### src/hdl/fsbb_pkg.sv
`timescale 1ns / 1ps
package fsbb_pkg;

	localparam int FUNC_W    = 2;
	localparam int KEY_W     = 64;
	localparam int SIZE_W    = 32;
	localparam int HANDLE_W  = 32;
	localparam int KIND_W    = 3;
	localparam int ENTRIES_W = 5;
	localparam int BYTES_W   = 34;
	localparam int COST_W    = 33;
	localparam int BUDGET_W  = 32;
	localparam int OVH_W     = 12;
	localparam int CFG_IDX_W = 4;
	localparam int CFG_DAT_W = 32;

	// operation codes
	localparam logic [FUNC_W-1:0] FUNC_ADD    = 2'd0;
	localparam logic [FUNC_W-1:0] FUNC_LOOKUP = 2'd1;
	localparam logic [FUNC_W-1:0] FUNC_CLEAR  = 2'd2;

	// result kinds
	localparam logic [KIND_W-1:0] KIND_EVICT      = 3'd0;
	localparam logic [KIND_W-1:0] KIND_ADD_DONE   = 3'd1;
	localparam logic [KIND_W-1:0] KIND_ADD_REJECT = 3'd2;
	localparam logic [KIND_W-1:0] KIND_HIT        = 3'd3;
	localparam logic [KIND_W-1:0] KIND_MISS       = 3'd4;
	localparam logic [KIND_W-1:0] KIND_CLEAR_DONE = 3'd5;

	// configuration register indexes
	localparam logic [CFG_IDX_W-1:0] REG_BYTE_BUDGET    = 4'd0;
	localparam logic [CFG_IDX_W-1:0] REG_ENTRY_OVERHEAD = 4'd1;

	localparam logic [BUDGET_W-1:0] BUDGET_RST = 32'd1048576;
	localparam logic [OVH_W-1:0]    OVH_RST    = 12'd64;

	typedef enum logic [4:0] {
		ST_IDLE  = 5'b00001,
		ST_PLAN  = 5'b00010,
		ST_EMIT  = 5'b00100,
		ST_SCAN  = 5'b01000,
		ST_FINAL = 5'b10000
	} state_t;

endpackage

### src/hdl/fsbb_cmd_if.sv
`timescale 1ns / 1ps
interface fsbb_cmd_if import fsbb_pkg::*; ();
	logic                valid;
	logic                ready;
	logic [FUNC_W-1:0]   func;
	logic [KEY_W-1:0]    key;
	logic [SIZE_W-1:0]   size_bytes;
	logic [HANDLE_W-1:0] handle;

	modport source (output valid, func, key, size_bytes, handle, input ready);
	modport sink   (input valid, func, key, size_bytes, handle, output ready);
endinterface

### src/hdl/fsbb_rsp_if.sv
`timescale 1ns / 1ps
interface fsbb_rsp_if import fsbb_pkg::*; ();
	logic                 valid;
	logic                 ready;
	logic [KIND_W-1:0]    kind;
	logic [HANDLE_W-1:0]  out_handle;
	logic                 last;
	logic [ENTRIES_W-1:0] entries_held;
	logic [BYTES_W-1:0]   bytes_held;

	modport source (output valid, kind, out_handle, last, entries_held, bytes_held,
		input ready);
	modport sink   (input valid, kind, out_handle, last, entries_held, bytes_held,
		output ready);
endinterface

### src/hdl/fsbb_cfg_if.sv
`timescale 1ns / 1ps
interface fsbb_cfg_if import fsbb_pkg::*; ();
	logic                 valid;
	logic                 ready;
	logic [CFG_IDX_W-1:0] index;
	logic [CFG_DAT_W-1:0] data;

	modport source (output valid, index, data, input ready);
	modport sink   (input valid, index, data, output ready);
endinterface

### src/hdl/fsbb_ram.sv
`timescale 1ns / 1ps
module fsbb_ram #(
	parameter int WIDTH = 8,
	parameter int DEPTH = 16
) (
	input  logic                     clk,
	input  logic                     we,
	input  logic [$clog2(DEPTH)-1:0] waddr,
	input  logic [WIDTH-1:0]         wdata,
	input  logic [$clog2(DEPTH)-1:0] raddr,
	output logic [WIDTH-1:0]         rdata
);

	logic [WIDTH-1:0] mem [DEPTH];

	always_ff @(posedge clk) begin
		if (we) begin
			mem[waddr] <= wdata;
		end
		rdata <= mem[raddr];
	end

endmodule

### src/hdl/fifo_store_byte_budget_lookup.sv
`timescale 1ns / 1ps
// FIFO response store with an entry limit and a byte budget.
// Channels: cfg writes byte_budget (index 0) or entry_overhead (index 1) and is
// always ready; cmd takes add / lookup / clear operations; rsp returns the
// results, the final one of each operation marked with last. Every result of
// an operation carries the entry count and byte total left after it.
// cmd is ready only while no operation is in progress, one operation at a time.
// Entries live in one RAM with a registered read, walked one entry per cycle
// from the oldest (an emit step waits while the result register is full):
//   add, k evictions: a planning cost walk, k emitted evictions, a final result.
//   lookup: compares held entries until a hit or the last one, then a result.
//   clear: emits every held entry as an eviction, then a final result.
// The result register frees up as rsp transfers; when rsp stalls, an emit or
// final step holds in place and resumes with no loss.
// Reset empties the store and loads the register defaults; no clearing pass
// runs, since only held slots are ever read.
module fifo_store_byte_budget_lookup import fsbb_pkg::*; #(
	parameter int DEPTH    = 16,
	parameter int KEY_BITS = 64
) (
	input  logic         clk,
	input  logic         arst_n,
	fsbb_cfg_if.sink     cfg,
	fsbb_cmd_if.sink     cmd,
	fsbb_rsp_if.source   rsp
);

	localparam int AW    = $clog2(DEPTH);
	localparam int CW    = $clog2(DEPTH + 1);
	localparam int ENT_W = KEY_BITS + HANDLE_W + COST_W;

	state_t                state_q;
	logic [BUDGET_W-1:0]   budget_q;
	logic [OVH_W-1:0]      overhead_q;
	logic [AW-1:0]         oldest_q;
	logic [CW-1:0]         held_count_q;
	logic [BYTES_W-1:0]    held_bytes_q;

	logic [KEY_BITS-1:0]   key_q;
	logic [HANDLE_W-1:0]   handle_q;
	logic [COST_W-1:0]     cost_q;
	logic [CW-1:0]         fin_cnt_q;
	logic [BYTES_W-1:0]    fin_bytes_q;
	logic [CW-1:0]         rem_q;
	logic [AW-1:0]         ptr_q;
	logic [AW-1:0]         slot_q;
	logic [KIND_W-1:0]     res_kind_q;
	logic [HANDLE_W-1:0]   res_handle_q;

	logic                  out_valid_q;
	logic [KIND_W-1:0]     out_kind_q;
	logic [HANDLE_W-1:0]   out_handle_q;
	logic                  out_last_q;
	logic [CW-1:0]         out_cnt_q;
	logic [BYTES_W-1:0]    out_bytes_q;

	logic [AW-1:0]         ptr_d;
	logic [AW-1:0]         ptr_inc;
	logic                  cmd_xfer;
	logic                  out_free;
	logic [ENT_W-1:0]      rd_data;
	logic [ENT_W-1:0]      wr_data;
	logic                  wr_en;
	logic [KEY_BITS-1:0]   rd_key;
	logic [HANDLE_W-1:0]   rd_handle;
	logic [COST_W-1:0]     rd_cost;
	logic [BYTES_W:0]      plan_sum;
	logic                  plan_evict;
	logic [AW:0]           slot_sum;
	logic [AW-1:0]         slot_d;
	logic                  scan_hit;

	assign cfg.ready = 1'b1;
	assign cmd.ready = (state_q == ST_IDLE);
	assign cmd_xfer  = cmd.valid && cmd.ready;
	assign out_free  = !out_valid_q || rsp.ready;

	assign rsp.valid        = out_valid_q;
	assign rsp.kind         = out_kind_q;
	assign rsp.out_handle   = out_handle_q;
	assign rsp.last         = out_last_q;
	assign rsp.entries_held = ENTRIES_W'(out_cnt_q);
	assign rsp.bytes_held   = out_bytes_q;

	assign rd_key    = rd_data[ENT_W-1 -: KEY_BITS];
	assign rd_handle = rd_data[COST_W +: HANDLE_W];
	assign rd_cost   = rd_data[COST_W-1:0];

	assign ptr_inc = (ptr_q == AW'(DEPTH - 1)) ? '0 : ptr_q + 1'b1;

	// eviction test for the oldest entry still counted in the plan
	assign plan_sum   = {1'b0, fin_bytes_q} + (BYTES_W + 1)'(cost_q);
	assign plan_evict = (fin_cnt_q == CW'(DEPTH)) ||
		((fin_cnt_q != '0) && (plan_sum > (BYTES_W + 1)'(budget_q)));

	assign slot_sum = {1'b0, ptr_q} + (AW + 1)'(fin_cnt_q);
	assign slot_d   = (slot_sum >= (AW + 1)'(DEPTH)) ?
		AW'(slot_sum - (AW + 1)'(DEPTH)) : AW'(slot_sum);

	assign scan_hit = (rd_key == key_q);

	assign wr_en   = (state_q == ST_FINAL) && out_free && (res_kind_q == KIND_ADD_DONE);
	assign wr_data = {key_q, handle_q, cost_q};

	// read address is the pointer's next value, so rd_data always holds the
	// entry at ptr_q
	always_comb begin
		ptr_d = ptr_q;
		unique case (state_q)
			ST_IDLE: begin
				if (cmd_xfer) begin
					ptr_d = oldest_q;
				end
			end
			ST_PLAN: begin
				ptr_d = plan_evict ? ptr_inc : oldest_q;
			end
			ST_EMIT: begin
				if (out_free) begin
					ptr_d = ptr_inc;
				end
			end
			ST_SCAN: begin
				if (!scan_hit && rem_q != CW'(1)) begin
					ptr_d = ptr_inc;
				end
			end
			ST_FINAL: begin
				ptr_d = ptr_q;
			end
			default: begin
				ptr_d = ptr_q;
			end
		endcase
	end

	fsbb_ram #(
		.WIDTH(ENT_W),
		.DEPTH(DEPTH)
	) u_entry_ram (
		.clk  (clk),
		.we   (wr_en),
		.waddr(slot_q),
		.wdata(wr_data),
		.raddr(ptr_d),
		.rdata(rd_data)
	);

	always_ff @(posedge clk or negedge arst_n) begin
		if (!arst_n) begin
			budget_q   <= BUDGET_RST;
			overhead_q <= OVH_RST;
		end else if (cfg.valid && cfg.ready) begin
			unique case (cfg.index)
				REG_BYTE_BUDGET:    budget_q   <= cfg.data;
				REG_ENTRY_OVERHEAD: overhead_q <= cfg.data[OVH_W-1:0];
				default: ;
			endcase
		end
	end

	always_ff @(posedge clk or negedge arst_n) begin
		if (!arst_n) begin
			state_q      <= ST_IDLE;
			oldest_q     <= '0;
			held_count_q <= '0;
			held_bytes_q <= '0;
			out_valid_q  <= 1'b0;
		end else begin
			if (rsp.ready) begin
				out_valid_q <= 1'b0;
			end
			unique case (state_q)
				ST_IDLE: begin
					if (cmd_xfer) begin
						priority case (cmd.func)
							FUNC_ADD: begin
								state_q <= (cmd.handle == '0) ? ST_FINAL : ST_PLAN;
							end
							FUNC_LOOKUP: begin
								state_q <= (held_count_q == '0) ? ST_FINAL : ST_SCAN;
							end
							FUNC_CLEAR: begin
								state_q <= (held_count_q == '0) ? ST_FINAL : ST_EMIT;
							end
							default: begin
								state_q <= ST_IDLE;
							end
						endcase
					end
				end
				ST_PLAN: begin
					if (!plan_evict) begin
						state_q <= (rem_q != '0) ? ST_EMIT : ST_FINAL;
					end
				end
				ST_EMIT: begin
					if (out_free) begin
						out_valid_q <= 1'b1;
						if (rem_q == CW'(1)) begin
							state_q <= ST_FINAL;
						end
					end
				end
				ST_SCAN: begin
					if (scan_hit || rem_q == CW'(1)) begin
						state_q <= ST_FINAL;
					end
				end
				ST_FINAL: begin
					if (out_free) begin
						out_valid_q <= 1'b1;
						state_q     <= ST_IDLE;
						if (res_kind_q == KIND_ADD_DONE) begin
							oldest_q     <= ptr_q;
							held_count_q <= fin_cnt_q;
							held_bytes_q <= fin_bytes_q;
						end else if (res_kind_q == KIND_CLEAR_DONE) begin
							oldest_q     <= '0;
							held_count_q <= '0;
							held_bytes_q <= '0;
						end
					end
				end
				default: begin
					state_q <= ST_IDLE;
				end
			endcase
		end
	end

	// datapath registers, no reset
	always_ff @(posedge clk) begin
		ptr_q <= ptr_d;
		unique case (state_q)
			ST_IDLE: begin
				if (cmd_xfer) begin
					key_q        <= cmd.key[KEY_BITS-1:0];
					handle_q     <= cmd.handle;
					cost_q       <= COST_W'(cmd.size_bytes) + COST_W'(overhead_q);
					fin_cnt_q    <= held_count_q;
					fin_bytes_q  <= held_bytes_q;
					rem_q        <= '0;
					res_handle_q <= '0;
					priority case (cmd.func)
						FUNC_ADD: begin
							res_kind_q <= KIND_ADD_REJECT;
						end
						FUNC_LOOKUP: begin
							res_kind_q <= KIND_MISS;
							rem_q      <= held_count_q;
						end
						FUNC_CLEAR: begin
							res_kind_q  <= KIND_CLEAR_DONE;
							rem_q       <= held_count_q;
							fin_cnt_q   <= '0;
							fin_bytes_q <= '0;
						end
						default: begin
							res_kind_q <= KIND_MISS;
						end
					endcase
				end
			end
			ST_PLAN: begin
				if (plan_evict) begin
					fin_cnt_q   <= fin_cnt_q - 1'b1;
					fin_bytes_q <= fin_bytes_q - BYTES_W'(rd_cost);
					rem_q       <= rem_q + 1'b1;
				end else begin
					fin_cnt_q   <= fin_cnt_q + 1'b1;
					fin_bytes_q <= BYTES_W'(plan_sum);
					slot_q      <= slot_d;
					res_kind_q  <= KIND_ADD_DONE;
				end
			end
			ST_EMIT: begin
				if (out_free) begin
					out_kind_q   <= KIND_EVICT;
					out_handle_q <= rd_handle;
					out_last_q   <= 1'b0;
					out_cnt_q    <= fin_cnt_q;
					out_bytes_q  <= fin_bytes_q;
					rem_q        <= rem_q - 1'b1;
				end
			end
			ST_SCAN: begin
				if (scan_hit) begin
					res_kind_q   <= KIND_HIT;
					res_handle_q <= rd_handle;
				end else begin
					rem_q <= rem_q - 1'b1;
				end
			end
			ST_FINAL: begin
				if (out_free) begin
					out_kind_q   <= res_kind_q;
					out_handle_q <= res_handle_q;
					out_last_q   <= 1'b1;
					out_cnt_q    <= fin_cnt_q;
					out_bytes_q  <= fin_bytes_q;
				end
			end
			default: ;
		endcase
	end

	a_count_bound: assert property (@(posedge clk) disable iff (!arst_n)
		held_count_q <= CW'(DEPTH))
		else $error("held count exceeds depth");

	a_final_sends_last: assert property (@(posedge clk) disable iff (!arst_n)
		(state_q == ST_FINAL) && out_free |=> rsp.valid && rsp.last)
		else $error("final result not presented with last");

	a_mid_is_evict: assert property (@(posedge clk) disable iff (!arst_n)
		rsp.valid && !rsp.last |-> rsp.kind == KIND_EVICT)
		else $error("non-final result is not an evicted handle");

	a_emit_pending: assert property (@(posedge clk) disable iff (!arst_n)
		(state_q == ST_EMIT) || (state_q == ST_SCAN) |-> rem_q != '0)
		else $error("walk running with nothing left");

	a_plan_returns_oldest: assert property (@(posedge clk) disable iff (!arst_n)
		(state_q == ST_PLAN) && !plan_evict |=> ptr_q == oldest_q)
		else $error("emit walk does not start at oldest entry");

endmodule
### src/flat_wrapper.sv
// flat-port wrapper written by rule: the top's interface ports become plain ports
module fifo_store_byte_budget_lookup_flat import fsbb_pkg::*;
#(
	parameter int DEPTH    = 16,
	parameter int KEY_BITS = 64
)
  (clk, arst_n, cfg_valid, cfg_index, cfg_data, cfg_ready, cmd_valid, cmd_func, cmd_key, cmd_size_bytes, cmd_handle, cmd_ready, rsp_valid, rsp_kind, rsp_out_handle, rsp_last, rsp_entries_held, rsp_bytes_held, rsp_ready);
  fsbb_cfg_if cfg_i ();
  fsbb_cmd_if cmd_i ();
  fsbb_rsp_if rsp_i ();
  input  logic clk;
  input  logic arst_n;
  input wire logic [$bits(cfg_i.valid)-1:0] cfg_valid;
  input wire logic [$bits(cfg_i.index)-1:0] cfg_index;
  input wire logic [$bits(cfg_i.data)-1:0] cfg_data;
  output wire logic [$bits(cfg_i.ready)-1:0] cfg_ready;
  input wire logic [$bits(cmd_i.valid)-1:0] cmd_valid;
  input wire logic [$bits(cmd_i.func)-1:0] cmd_func;
  input wire logic [$bits(cmd_i.key)-1:0] cmd_key;
  input wire logic [$bits(cmd_i.size_bytes)-1:0] cmd_size_bytes;
  input wire logic [$bits(cmd_i.handle)-1:0] cmd_handle;
  output wire logic [$bits(cmd_i.ready)-1:0] cmd_ready;
  output wire logic [$bits(rsp_i.valid)-1:0] rsp_valid;
  output wire logic [$bits(rsp_i.kind)-1:0] rsp_kind;
  output wire logic [$bits(rsp_i.out_handle)-1:0] rsp_out_handle;
  output wire logic [$bits(rsp_i.last)-1:0] rsp_last;
  output wire logic [$bits(rsp_i.entries_held)-1:0] rsp_entries_held;
  output wire logic [$bits(rsp_i.bytes_held)-1:0] rsp_bytes_held;
  input wire logic [$bits(rsp_i.ready)-1:0] rsp_ready;
  assign cfg_i.valid = cfg_valid;
  assign cfg_i.index = cfg_index;
  assign cfg_i.data = cfg_data;
  assign cfg_ready = cfg_i.ready;
  assign cmd_i.valid = cmd_valid;
  assign cmd_i.func = cmd_func;
  assign cmd_i.key = cmd_key;
  assign cmd_i.size_bytes = cmd_size_bytes;
  assign cmd_i.handle = cmd_handle;
  assign cmd_ready = cmd_i.ready;
  assign rsp_valid = rsp_i.valid;
  assign rsp_kind = rsp_i.kind;
  assign rsp_out_handle = rsp_i.out_handle;
  assign rsp_last = rsp_i.last;
  assign rsp_entries_held = rsp_i.entries_held;
  assign rsp_bytes_held = rsp_i.bytes_held;
  assign rsp_i.ready = rsp_ready;
  fifo_store_byte_budget_lookup #(.DEPTH(DEPTH), .KEY_BITS(KEY_BITS)) u_core (.clk(clk), .arst_n(arst_n), .cfg(cfg_i), .cmd(cmd_i), .rsp(rsp_i));
endmodule
### config.mk
export PLATFORM = sky130hd
export DESIGN_NAME = fifo_store_byte_budget_lookup_flat
export DESIGN_NICKNAME = d
export VERILOG_FILES = /design/src/hdl/fsbb_pkg.sv /design/src/hdl/fsbb_cmd_if.sv /design/src/hdl/fsbb_rsp_if.sv /design/src/hdl/fsbb_cfg_if.sv /design/src/hdl/fsbb_ram.sv /design/src/hdl/fifo_store_byte_budget_lookup.sv /design/src/flat_wrapper.sv
export SDC_FILE = /design/constraint.sdc
export NUM_CORES = 2
export LEC_CHECK = 0
export ABC_CLOCK_PERIOD_IN_PS = 15500
export BUFFER_PORTS_ARGS = -buffer_cell sky130_fd_sc_hd__buf_4
export CAP_MARGIN = 20
export CORE_AREA = 2 2 421 423
export CTS_CLUSTER_SIZE = 8
export DETAILED_ROUTE_END_ITERATION = 8
export DIE_AREA = 0 0 423 425
export GPL_TIMING_DRIVEN = 0
export PLACE_DENSITY = 0.76
export SETUP_SLACK_MARGIN = 0.4
export SLEW_MARGIN = 0
export SYNTH_ARGS = -nofsm -noshare
export SYNTH_HDL_FRONTEND = slang
export SYNTH_SLANG_ARGS = --single-unit
### constraint.sdc
create_clock -name clk -period 15.5 [get_ports clk]
set_clock_uncertainty 0.05 [all_clocks]
set_input_delay 2.325 -clock clk [delete_from_list [all_inputs] [get_ports clk]]
set_output_delay 2.325 -clock clk [all_outputs]
set_load 0.1 [all_outputs]
; Word level (Yosys, flattened, before mapping)
; Memories as Yosys holds them, arrays and structs flattened. A register that Yosys moved wholly into a read port is not among the register bits.
; Cells that the tools add are included.
[op_classes]
n_addsub = 10
multipliers = 0
div = 0
n_lt_le_gt_ge = 2
n_eq_ne = 24
n_shift = 0
n_mux = 61
bitwise_logic = 1
reduce_logical = 36
[op_table]
columns = operator, n
row1 = 34-bit 2-to-1 mux, 5
row2 = 32-bit 2-to-1 mux, 4
row3 = 32-bit one-hot mux with 2 select lines, 2
row4 = 5-bit 2-to-1 mux, 20
row5 = 34-bit one-hot mux with 2 select lines, 1
row6 = 64-bit == test, 1
row7 = 34-bit by 33-bit adder with 35-bit output, 1
row8 = 35-bit by 32-bit greater-than comparator with 1-bit output, 1
row9 = 34-bit by 33-bit subtractor with 34-bit output, 1
row10 = 32-bit by 12-bit adder with 33-bit output, 1
row11 = 32-bit zero test, 1
row12 = 4-bit 2-to-1 mux, 8
row13 = 5-bit one-hot mux with 5 select lines, 1
row14 = 5-bit one-hot mux with 4 select lines, 1
row15 = 4-bit one-hot mux with 4 select lines, 1
row16 = 3-bit 2-to-1 mux, 5
row17 = 5-bit one-hot mux with 3 select lines, 1
row18 = 2-bit by 1-bit inequality test with 1-bit output (second input constant), 6
row19 = 3-bit one-hot mux with 2 select lines, 2
row20 = 2-bit AND reduction, 6
row21 = 5-bit by 1-bit adder with 5-bit output (second input constant), 2
row22 = 5-bit by 1-bit == test with 1-bit output (second input constant), 2
row23 = 5-bit == test (second input constant), 2
row24 = 5-bit one-hot mux with 2 select lines, 1
row25 = other kinds (35), 58
[totals]
regBits = 384
latchBits = 0
mem_bits_rw = 2064
mem_bits_ro = 0
inputBits = 171
out_inout_bits = 78
n_memories = 1
[memory_table]
columns = memory, depth, word_bits, rd, rd_clocked_by_memory_dff, write_ports, line_no
row1 = u_core.u_entry_ram.mem, 16, 129, 1, 1, 1, fsbb_ram.sv:14  ; logic [WIDTH-1:0] mem [DEPTH];

; Longest topological paths before layout
[logic_depth]
depth_word = 6
ltp_mapped = 32
mapped_depth_nobuf = 29

; Modules after synthesis
; From an unflattened synthesis, not the netlist that was laid out.
[unflattened]
cells_unflattened = 5230
area_unflattened_um2 = 100769.1
[modules_own_cells]
columns = mod, n_inst, cells_per_inst, area_per_inst_um2
row1 = fsbb_ram, 1, 3370, 80314.5
row2 = fifo_store_byte_budget_lookup, 1, 1860, 20454.6

; Worst setup path before layout
; No wires, ideal clock.
[synth_path]
kind = input to register
start = in rsp_ready
end = mem u_core.u_entry_ram.mem[2][0] (netlist name) (enable)
arrival_time_ns = 12.271
required_time_ns = 14.675
slack_ns = 2.404
cell_stages = 5
path_cell_list = nor2b_1 or3_1 clkbuf_1 or4b_2 nor3_1
[synth_between]
elab_chain_len = 5
[synth_rtl]
columns = item, line_no
row1 = from (decl), flat_wrapper.sv:29  ; input wire logic [$bits(rsp_i.ready)-1:0] rsp_ready;
row2 = 1-bit logical OR, fifo_store_byte_budget_lookup.sv:76  ; assign out_free = !out_valid_q || rsp.ready;
row3 = 1-bit logical AND (2 in a row), fifo_store_byte_budget_lookup.sv:102  ; assign wr_en = (state_q == ST_FINAL) && out_free && (res_kind_q == KIND_ADD_DONE);
row4 = 1-bit 2-to-1 mux, fsbb_ram.sv:17  ; if (we) begin
row5 = 1-bit 2-to-1 mux (implied by the code), fsbb_ram.sv:18  ; mem[waddr] <= wdata;
row6 = to (decl), fsbb_ram.sv:14
; Every way passes these cells.

; Worst setup path after layout
[layout_path]
start = reg u_core.cost_q[4]
end = reg u_core.u_entry_ram.rdata[9] (read register of u_core.u_entry_ram.mem)
[layout_between]
elab_chain_len = 6
[layout_rtl]
columns = item, line_no
row1 = from (decl), fifo_store_byte_budget_lookup.sv:41  ; logic [COST_W-1:0] cost_q;
row2 = from (signal assigned), fifo_store_byte_budget_lookup.sv:240  ; cost_q <= COST_W'(cmd.size_bytes) + COST_W'(overhead_q);
row3 = 34-bit by 33-bit adder with 35-bit output, fifo_store_byte_budget_lookup.sv:92  ; assign plan_sum = {1'b0, fin_bytes_q} + (BYTES_W + 1)'(cost_q);
row4 = 35-bit by 32-bit greater-than comparator with 1-bit output, fifo_store_byte_budget_lookup.sv:94  ; ((fin_cnt_q != '0) && (plan_sum > (BYTES_W + 1)'(budget_q)));
row5 = 1-bit logical AND, fifo_store_byte_budget_lookup.sv:94
row6 = 1-bit logical OR, fifo_store_byte_budget_lookup.sv:93  ; assign plan_evict = (fin_cnt_q == CW'(DEPTH)) ||
row7 = 4-bit 2-to-1 mux, fifo_store_byte_budget_lookup.sv:116  ; ptr_d = plan_evict ? ptr_inc : oldest_q;
row8 = 4-bit one-hot mux with 4 select lines, fifo_store_byte_budget_lookup.sv:109  ; unique case (state_q)
row9 = to (decl), fsbb_ram.sv:11  ; output logic [WIDTH-1:0] rdata
; Every way passes these cells.
; A chain may end at the register's enable or synchronous reset.

==> reports/metrics.yaml <==
clock_tree:
  postCtsResizedCells: 0
  cts_made_buffers: 372
  clockBufferDepth: 4
  clk_pin_slew_worst_paths_ns: 0.05
  cts_setup_buffers: 0
  cts_hold_buf: 0
  cts_tree: "built"
  clock_latency_ns: 0.95
  clockRootBuffer: "clkbuf_16"
  cts_sinks: 2577
  htreeDepth: 5
floorplan:
  num_io_pins: 249
  num_rows: 154
  die_h_um: 425
  die_w_um: 423
  start_util_pct: 59.53
  coreArea_um2: 175300
  die-area_um2: 179800
synthesis:
  synth_warnings: 0
  synth_top_cell_by_area: "edfxtp_1"
  synth-seq-area-share_pct: 72.42
  synth-seq-cells: 2577
  synthCells: 6602
  synth_nets: 6903
  synthDistinctLibCells: 91
  synth_top_area_share_pct: 67.63
  synth_edf_count: 2351
  syn_area_um2: 104400
  syn_area_per_cell_um2: 15.81
  synthTopCellsByArea: "edfxtp_1 (68%), mux2_2 (5.7%), mux2i_1 (5.0%)"
  synth-async-reset-ratio_pct: 3.609
  ys.flop_type: "edfxtp_1"
critical_path:
  cp-start-kind: "register"
  cp_slowest_stage_delay_ns: 0.77
  cp.arrival_ns: 10.53
  slowest_stage: "a221oi_1"
  required_ns: 16.11
  end_kind: "register"
  cp_max_fo: 17
  critPathKind: "reg2reg"
min_path:
  hp-class: "reg2reg"
placed_design:
  port_buffers: 247
  dp.cells: 9331
  gp_congestion: 0.8953
  dp_hpwl_um: 185700
global_routing:
  grt_pass1_wl_um: 408900
  overflow: 0
  track_usage_pct: 31.02
  grt_max_degree: 87
  grt_pass1_vias: 63380
  antenna_found_initial: 21
sta:
  rsz0062_at_grt: "false"
  period_minus_slack_ns: 9.928
  fmax_mhz: 100.7
  maxSlewViolCount: 0
  worstMarginPinSlew_ns: 1.132
  setup_violations: 0
  hold_viol: 0
  relSlewSlack_pct: 24.53
  timing.final.crit_share_pct: 64.05
drt:
  wire_per_inst_um: 28.41
  routed_via_density: 6.277
  first_pass_iters: 9
  remaining_drc_errors: 0
  wl_um: 282000
  via_count: 62310
  ant_nets: 0
  dr.first_iter.drc_count: 8043
cells_and_area:
  drive_above_1_share_pct: 20.23
  regArea_um2: 75590
  instances_no_fill: 9926
  final_common_cell: "edfxtp_1"
  n_fill_cell: 11070
  fin_nets: 7667
  syn2layout_area_growth_pct: 16.77
  multi_input_area_um2: 26760
  layout_common_cells: "edfxtp_1 (2,351), nand2_1 (769), mux2_2 (529), o211ai_1 (526), mux2i_1 (525)"
run_status:
  status: "finished clean"
job:
  maxCapViolCount: 0
[flip-flops by register name, summed over array words and instances, names as in the netlist, 12 cells and up]
name,flops
u_core.rsp.bytes_held,34
u_core.budget_q,32
u_core.u_entry_ram.mem,2064
u_core.cost_q,33
u_core.held_bytes_q,34
u_core.handle_q,32
u_core.rsp.out_handle,32
u_core.overhead_q,12
u_core.key_q,64
u_core.res_handle_q,32
u_core.u_entry_ram.rdata,129
u_core.fin_bytes_q,34
[per-stage QoR]
stage               hold slack, ns  utilization, %  setup TNS (ns)  setup slack (ns)  cell area (um^2)
floorplan                   0.3993               -               0             2.404            104400
global placement            0.4115           62.26        -3417.23            -6.802            109200
detailed placement          0.4222           63.66               0             6.190            111600
CTS                         0.4339           69.51               0             6.093            121900
global route                0.4651           69.51               0             5.463            121900
finish                      0.4332           69.52               0             5.572            121900
[routing by layer]
| metal | routed length [um] | GRT usage (%) |
|---|---|---|
| met1 | 105000 | 40.02 |
| met2 | 136100 | 50.78 |
| met3 | 26170 | 5.556 |
| met4 | 14780 | 16.04 |
| met5 | 0 | 0 |
[logic make-up (layout without fill, tap and decap cells)]
kind of cell | Yosys count | count (layout) | synth area share [%]
DFF | 2577 | 2577 | 72.42
and+or+nand+nor | 1287 | 1287 | 5.584
muxes | 1055 | 1055 | 10.76
AOI/OAI and AO/OA | 940 | 940 | 6.293
buffers and inverters | 462 | 1442 | 2.088
xor gates and xnor gates | 150 | 150 | 1.259
adders and majority gates | 130 | 130 | 1.594
other | 1 | 5 | 0.003592
[Yosys cell counts (6+ instances only)]
cell type  count
nand4_1      151
nor4_1        32
inv_1        112
mux2i_1      525
xor2_1       101
dfrtp_1       90
a21o_1        40
a31oi_1        9
buf_1         30
o31a_1         6
mux2_2       529
a21oi_1      100
a211oi_1      11
or2_2          8
xnor2_1       49
and2_1         7
and3_1        39
clkbuf_1     138
edfxtp_1    2351
nor2b_1       14
buf_4         75
nand2b_1      59
buf_2         97
dfxtp_1      133
o31ai_1        8
a21boi_0      12
ha_1         125
nand3_1       54
or3_1          8
nor2_1        98
nor3_1        25
o211ai_1     526
nand2_1      770
o21ai_0      151
o21a_1        18
[worst max-delay path, delay by kind of cell (launching register included)]
kind	cells	cell delay, ns
AOI/OAI and AO/OA	15	4.53
xor gates and xnor gates	1	0.38
adders and majority gates	2	0.85
buffers and inverters	4	1.57
DFF	1	0.74
muxes	1	0.38
and+or+nand+nor	5	1.13
[worst paths after layout]
kind	cells after the start	slack, ns	endpoint	start
worst min-delay path	2	0.43	u_core.held_bytes_q[16]	u_core.held_bytes_q[16]
worst min register to register	2	0.43	u_core.held_bytes_q[16]	u_core.held_bytes_q[16]
min in group asynchronous	1	1.44	u_core.overhead_q[5]	arst_n
worst max-delay path	28	5.57	u_core.u_entry_ram.rdata[9]	u_core.cost_q[4]
worst max register to register	28	5.57	u_core.u_entry_ram.rdata[9]	u_core.cost_q[4]
max in group asynchronous	2	13.19	u_core.state_q[0]	arst_n
[area by class of cell]
class                      instances  area share [%]
timing repair buffer             390           3.402
sequential                      2577           62.01
multi-input combinational       3563           21.96
inverter                         114          0.3572
antenna                            4        0.008212
buffer                           348           1.440
clock buffer                     585           8.371
tap                             2340           2.402
clock inverter                     5         0.04722
Power is not shown: default switching activity piles up to over one toggle a cycle in this logic, so the estimate is an artifact.
